`config.mk`:
```
export PLATFORM = sky130hd
export DESIGN_NAME = rpat_dist_unit
export DESIGN_NICKNAME = d
export VERILOG_FILES = /design/src/rpat_pkg.sv /design/src/rpat_dist_unit.sv
export SDC_FILE = /design/constraint.sdc
export NUM_CORES = 2
export LEC_CHECK = 0
export BUFFER_PORTS_ARGS = -buffer_cell sky130_fd_sc_hd__buf_4
export CORE_MARGIN = 3
export CORE_UTILIZATION = 35
export CTS_CLUSTER_SIZE = 8
export DETAILED_ROUTE_END_ITERATION = 8
export SYNTH_ARGS = -nofsm -noshare
export SYNTH_HDL_FRONTEND = slang
export SYNTH_SLANG_ARGS = --single-unit
```
`constraint.sdc`:
```
create_clock -name clk -period 19.7 [get_ports clk]
set_input_delay 2.955 -clock clk [delete_from_list [all_inputs] [get_ports clk]]
set_output_delay 2.955 -clock clk [all_outputs]
set_load 0.01 [all_outputs]
```
`src/rpat_pkg.sv`:
```
// Shared constants, state encoding and interface types of the radius point association table.
package rpat_pkg;

  // Fixed field widths of the ports
  localparam int POS_W    = 20;
  localparam int ID_W     = 6;
  localparam int COUNT_W  = 16;
  localparam int RADIUS_W = 44;

  // Defaults for the top-level parameters
  localparam int MAX_SPOTS_DEF  = 64;
  localparam int COORD_BITS_DEF = 20;

  // 0.5 squared in Q.20
  localparam logic [RADIUS_W-1:0] RADIUS_RESET = 44'd262144;
  localparam logic [COUNT_W-1:0]  COUNT_MAX    = '1;

  // Sequencer states
  typedef enum logic [1:0] {
    ST_IDLE,
    ST_SCAN,
    ST_COUNT,
    ST_DONE
  } rpat_state_t;

  // Per-entry outcome of the distance unit
  typedef struct packed {
    logic valid;
    logic hit;
  } rpat_dist_res_t;

endpackage

```
`src/rpat_dist_unit.sv`:
```
// Pipelined squared-distance and radius compare unit, one table entry per cycle.
module rpat_dist_unit #(
  parameter int COORD_BITS = rpat_pkg::COORD_BITS_DEF,
  parameter int IDX_W      = 6
) (
  input  logic                          clk,
  input  logic                          rst_n,
  input  logic                          flush,
  input  logic                          in_valid,
  input  logic [IDX_W-1:0]              in_idx,
  input  logic [3*COORD_BITS-1:0]       centre,
  input  logic [3*COORD_BITS-1:0]       point,
  input  logic [rpat_pkg::RADIUS_W-1:0] radius,
  output rpat_pkg::rpat_dist_res_t      res,
  output logic [IDX_W-1:0]              res_idx
);
  import rpat_pkg::*;

  localparam int D_W   = COORD_BITS + 1;
  localparam int SQ_W  = 2 * D_W;
  localparam int SUM_W = SQ_W;

  logic [D_W-1:0]   abs_nxt [3];
  logic [D_W-1:0]   abs_r   [3];
  logic [SQ_W-1:0]  sq_nxt  [3];
  logic [SQ_W-1:0]  sq_r    [3];
  logic [SUM_W-1:0] sum;
  logic             hit_nxt;

  logic             v1_r, v2_r, v3_r;
  logic [IDX_W-1:0] idx1_r, idx2_r, idx3_r;
  logic             hit3_r;

  // stage 1: per-axis difference and magnitude
  always_comb begin
    logic [D_W-1:0] c_ext;
    logic [D_W-1:0] p_ext;
    logic [D_W-1:0] diff;
    for (int k = 0; k < 3; k++) begin
      c_ext      = {centre[k*COORD_BITS + COORD_BITS - 1],
                    centre[k*COORD_BITS +: COORD_BITS]};
      p_ext      = {point[k*COORD_BITS + COORD_BITS - 1],
                    point[k*COORD_BITS +: COORD_BITS]};
      diff       = c_ext - p_ext;
      abs_nxt[k] = diff[D_W-1] ? (~diff + D_W'(1)) : diff;
    end
  end

  // stage 2: squares
  always_comb begin
    for (int k = 0; k < 3; k++) begin
      sq_nxt[k] = abs_r[k] * abs_r[k];
    end
  end

  // stage 3: sum and strict compare against the radius
  assign sum     = sq_r[0] + sq_r[1] + sq_r[2];
  assign hit_nxt = RADIUS_W'(sum) < radius;

  // datapath registers
  always_ff @(posedge clk) begin
    for (int k = 0; k < 3; k++) begin
      abs_r[k] <= abs_nxt[k];
      sq_r[k]  <= sq_nxt[k];
    end
    idx1_r <= in_idx;
    idx2_r <= idx1_r;
    idx3_r <= idx2_r;
    hit3_r <= hit_nxt;
  end

  // valid tags, dropped when the scan stops
  always_ff @(posedge clk) begin
    if (!rst_n) begin
      v1_r <= 1'b0;
      v2_r <= 1'b0;
      v3_r <= 1'b0;
    end else begin
      v1_r <= in_valid & ~flush;
      v2_r <= v1_r & ~flush;
      v3_r <= v2_r & ~flush;
    end
  end

  assign res.valid = v3_r;
  assign res.hit   = hit3_r;
  assign res_idx   = idx3_r;

endmodule

```
==> impl.org <==
** Status
- Result of the run :: complete, no violations

** Logic synthesis
- For this run, asynchronously set or reset flops after synthesis account for 0%.
- Dominant register cell in the synthesized netlist :: sky130_fd_sc_hd__dfxtp_1
- Largest area contributor in the netlist :: sky130_fd_sc_hd__fa_1
- Sorting the synthesized cells by area gives the leading types as sky130_fd_sc_hd__fa_1 (40%), sky130_fd_sc_hd__ha_1 (15%), sky130_fd_sc_hd__inv_1 (10%).
- Unique cell type count in the Yosys netlist :: 80
- Number of warnings reported in the yosys synthesis log :: 0
- Instance count of the mapped netlist :: 5419
- Number of flops mapped to enable cells by yosys :: 0
- After synthesis, flip-flops and latches occupy 8.43% of the total area.
- Mean Syn Cell Area :: around 9.1 µm²
- Yosys reg bits :: 208
- The synthesized netlist occupies a cell area of 49400 µm².
- Of the post-synthesis cell area, the dominant cell type holds 39.6%.

** Global route
- Global Route met2 Usage :: 27.5%
- Global routing used 16.1% of the available tracks.
- The via count of the first global-routing pass was between 30000 and 40000.
- For this run the aggregate overflow at the end of global routing stands at 0.
- The global routing stage identified its most utilized layer as met2.
- The first global-routing pass estimated 191000 µm of wire.
- The initial antenna violation count was 2.
- Pin count of the biggest net entering global routing :: 24
- Global-route track usage on met3 :: 2.35%
- Global-route track usage on met1 :: 21.7%

** Final layout
- Leaving out fill and tap cells, the most frequent cells in the layout are sky130_fd_sc_hd__inv_1 (1365), sky130_fd_sc_hd__fa_1 (976), sky130_fd_sc_hd__ha_1 (600), sky130_fd_sc_hd__nand2_1 (476), sky130_fd_sc_hd__and2_1 (254).
- Once layout is complete, the cells apart from fillers number 7391.
- Share of layout cells above drive strength 1 :: 5.20%
- Fillers :: 14100
- The library cell used most frequently in the layout, excluding fill and tap cells, is sky130_fd_sc_hd__inv_1.
- The net count of the finished layout is 7256.
- Footprint of the multi-input gates :: 39500 µm²
- Compared with the post-synthesis result, the final layout area differs by 8.64%.
- Combined flip-flop and latch cell area :: 4160 µm²

** Hold path
- The tightest min-delay check is of the reg2reg type.
- In this run the most critical hold path is launched from idx2_r[2]$_DFF_P_.
- The worst hold path passes through 0 cells.
- The path with the worst hold slack has its endpoint at res_idx[2]$_DFF_P_.

** Worst setup path
- CP dominant cell by count :: sky130_fd_sc_hd__fa_1
- The largest single stage delay on the critical path is 1.02 ns.
- Critical Path, Cell by Cell :: nand2_1 > fa_1 > inv_1 > fa_1 > inv_1 > fa_1 > inv_1 > fa_1 > fa_1 > fa_1 > inv_1 > fa_1 > inv_1 > ha_1 > a21oi_1 > nor2_1 > o21ai_0 > a31oi_1 > o41ai_1 > nand2_1 > a31oi_1 > o21ai_0 > a311o_1 > xnor2_1
- For the worst setup path, the data arrival time is 8.45 ns.
- Launching point of the worst reg2reg path :: abs_r[0][9]$_DFF_P_
- Counting cells, the worst reg-to-reg path comes to 24.
- In this run the register-to-register setup slack is between 10 and 15 ns.
- By startpoint and endpoint, the worst setup path is classified as reg2reg.
- Endpoint required time on the critical path :: slightly above 20 ns
- Of all nets on the critical path, the largest fanout is 22.
- Category of the worst setup path launch point :: flop
- STA classifies the critical path endpoint as a flop.
- Crit path max-delay cell type :: sky130_fd_sc_hd__dfxtp_1
- Endpoint of the worst register-to-register path :: sq_r[0][41]$_DFF_P_

** STA
- Setup repair after global routing left no endpoint under its margin.
- Number of max-slew violations in the final report :: 0
- Setup violations remaining at the end of the flow were counted as 0.
- The number of hold violations in the final report came to 0.
- Setup TNS :: 0 ns
- After layout, the worst path uses 40.6% of the clock period.
- Top achievable clock speed :: 125 MHz
- Fin crit period :: 8.00 ns
- The worst pin sits at a relative slew slack of 15.8%.
- Slew @ Worst Pin :: 1.25 ns
- On the final layout, the worst clock skew is 0.0398 ns.
- Setup slack closes at 11.70 ns.

** Place
- Sum of net half-perimeters after detailed placement :: 96200 µm
- After detailed placement, the design holds a cell count of 7346.
- Routability-driven placement finished with a final weighted congestion of 0.878.
- Port buffering added between 150 and 200 buffers.
- At the placement stage, the worst setup path has a slack of between 10 and 15 ns.

** Route
- DRT Pass-1 Iters :: 7
- After detailed routing, the total wire length is 114000 µm.
- The count of nets left with antenna violations once routing finished came out at 0.
- Drt first-iter violations :: 1861
- Routed wire per std cell :: 15.4 µm
- Overall via count from detail_route :: 35000
- In the routed layout, each cell is associated on average with a via count of 4.74.
- Number of DRC violations after detailed routing :: 0

** Clock network
- The clock tree synthesis step divided the H-tree into 2 levels.
- Number of buffers inserted by hold repair at cts :: 0
- In this run the deepest clock path goes through 3 buffers.
- The tree is rooted in a sky130_fd_sc_hd__clkbuf_16.
- Once the clock tree was built, the resizer swapped 0 gates to a different size.
- At the later pin of the worst-skew pair, clock insertion delay measures 0.59 ns.
- Clock tree from TritonCTS :: yes
- Clock-pin slew reported for the worst setup and hold paths after clock tree synthesis :: 0.05 ns
- Number of clock sinks :: roughly 210
- Post-CTS timing repair inserted 0 buffers for setup.
- Counting the buffers created by CTS gives 34.

** Run
- Max-cap violations in this run came to 0.

** Die
- Die outline area :: 146000 µm²
- Core footprint :: 140000 µm²
- The floorplan step set the die height to between 300 and 400 µm.
- During I/O placement, the number of pins put on the boundary was about 180.
- In this run the core area contains 137 standard-cell rows.
- Initial cell density of the core :: 35.3%
- From left edge to right edge, the die measures 382 µm.
[Yosys cell counts, drive strengths merged, types with 17 or more instances]
library cell and n:
inv 1365, a211oi 23, nor2b 38, o31ai 24, nand4 23, a21o 105
nor2 168, o21ai 113, fa 976, clkbuf 150, ha 600, and2 254
xnor2 188, nand2 476, nand2b 35, a31oi 28, nor3 41, dfxtp 208
o21bai 33, xor2 90, and3 17, o21a 38, nand3 43, a21oi 203
[worst max-delay path: cells and delay by family (launching register included)]
kind	cells	cell delay, ns
flops	1	1.02
buf+inv	5	0.28
xor+xnor	1	0.12
compound gates	7	2.15
simple gates	3	0.40
fa+ha+maj	8	3.89
[stage by stage]
stage | area [µm²] | hold WS, ns | util (%)
floorplan | 49400 | 0.310 | -
global placement | 52700 | 0.313 | 37.7
detailed placement | 52700 | 0.314 | 37.7
CTS | 53700 | 0.324 | 38.4
global route | 53700 | 0.328 | 38.4
finish | 53700 | 0.322 | 38.4
[cell families (layout without fill, tap and decap cells)]
| group | count (synthesis) | in the layout | share of synthesized area (%) |
|---|---|---|---|
| AND/OR/NAND/NOR | 1159 | 1159 | 11.4 |
| adder cells (fa/ha/maj) | 1576 | 1576 | 54.8 |
| XOR/XNOR | 278 | 278 | 4.93 |
| AO/OA/AOI/OAI | 672 | 672 | 8.83 |
| buffers and inverters | 1517 | 1611 | 11.5 |
| flip-flops | 208 | 208 | 8.43 |
| multiplexers | 7 | 7 | 0.154 |
| other | 2 | 4 | 0.0152 |
[registers in the layout (all words and copies together), names as in the netlist, 6 cells and up]
name and count:
sq_r 123, abs_r 63, idx1_r 6, idx2_r 6, res_idx 6
[final cells by class]
cell class | instances | share of cell area (%)
Antenna cell | 1 | 0.00466
Clock buffer | 35 | 1.59
Clock inverter | 9 | 0.228
Inverter | 1365 | 9.55
Multi-Input combinational cell | 3695 | 73.7
Sequential cell | 208 | 7.76
Tap cell | 1876 | 4.37
Timing Repair Buffer | 202 | 2.83
[how the worst max path moves through the flow]
stage               slack (ns)                  from  cells past startpoint                   to
floorplan                12.45  abs_r[0][24]$_DFF_P_                     26  sq_r[0][83]$_DFF_P_
global placement         12.00   abs_r[0][8]$_DFF_P_                     27  sq_r[0][34]$_DFF_P_
detailed placement       11.85   abs_r[0][9]$_DFF_P_                     26  sq_r[0][34]$_DFF_P_
CTS                      11.76   abs_r[0][9]$_DFF_P_                     24  sq_r[0][41]$_DFF_P_
global route             11.32   abs_r[0][9]$_DFF_P_                     24  sq_r[0][41]$_DFF_P_
finish                   11.70   abs_r[0][9]$_DFF_P_                     24  sq_r[0][41]$_DFF_P_
[per-layer routing]
layer,vias to the layer above,wire [µm]
met5,-,0
met2,670,55000
met1,17500,51300
met4,0,2210
li1,16800,-
met3,118,5460
Power is left out: the tool's default activity adds up to more than one toggle a clock period on the data nets, which glitch-free logic cannot reach.
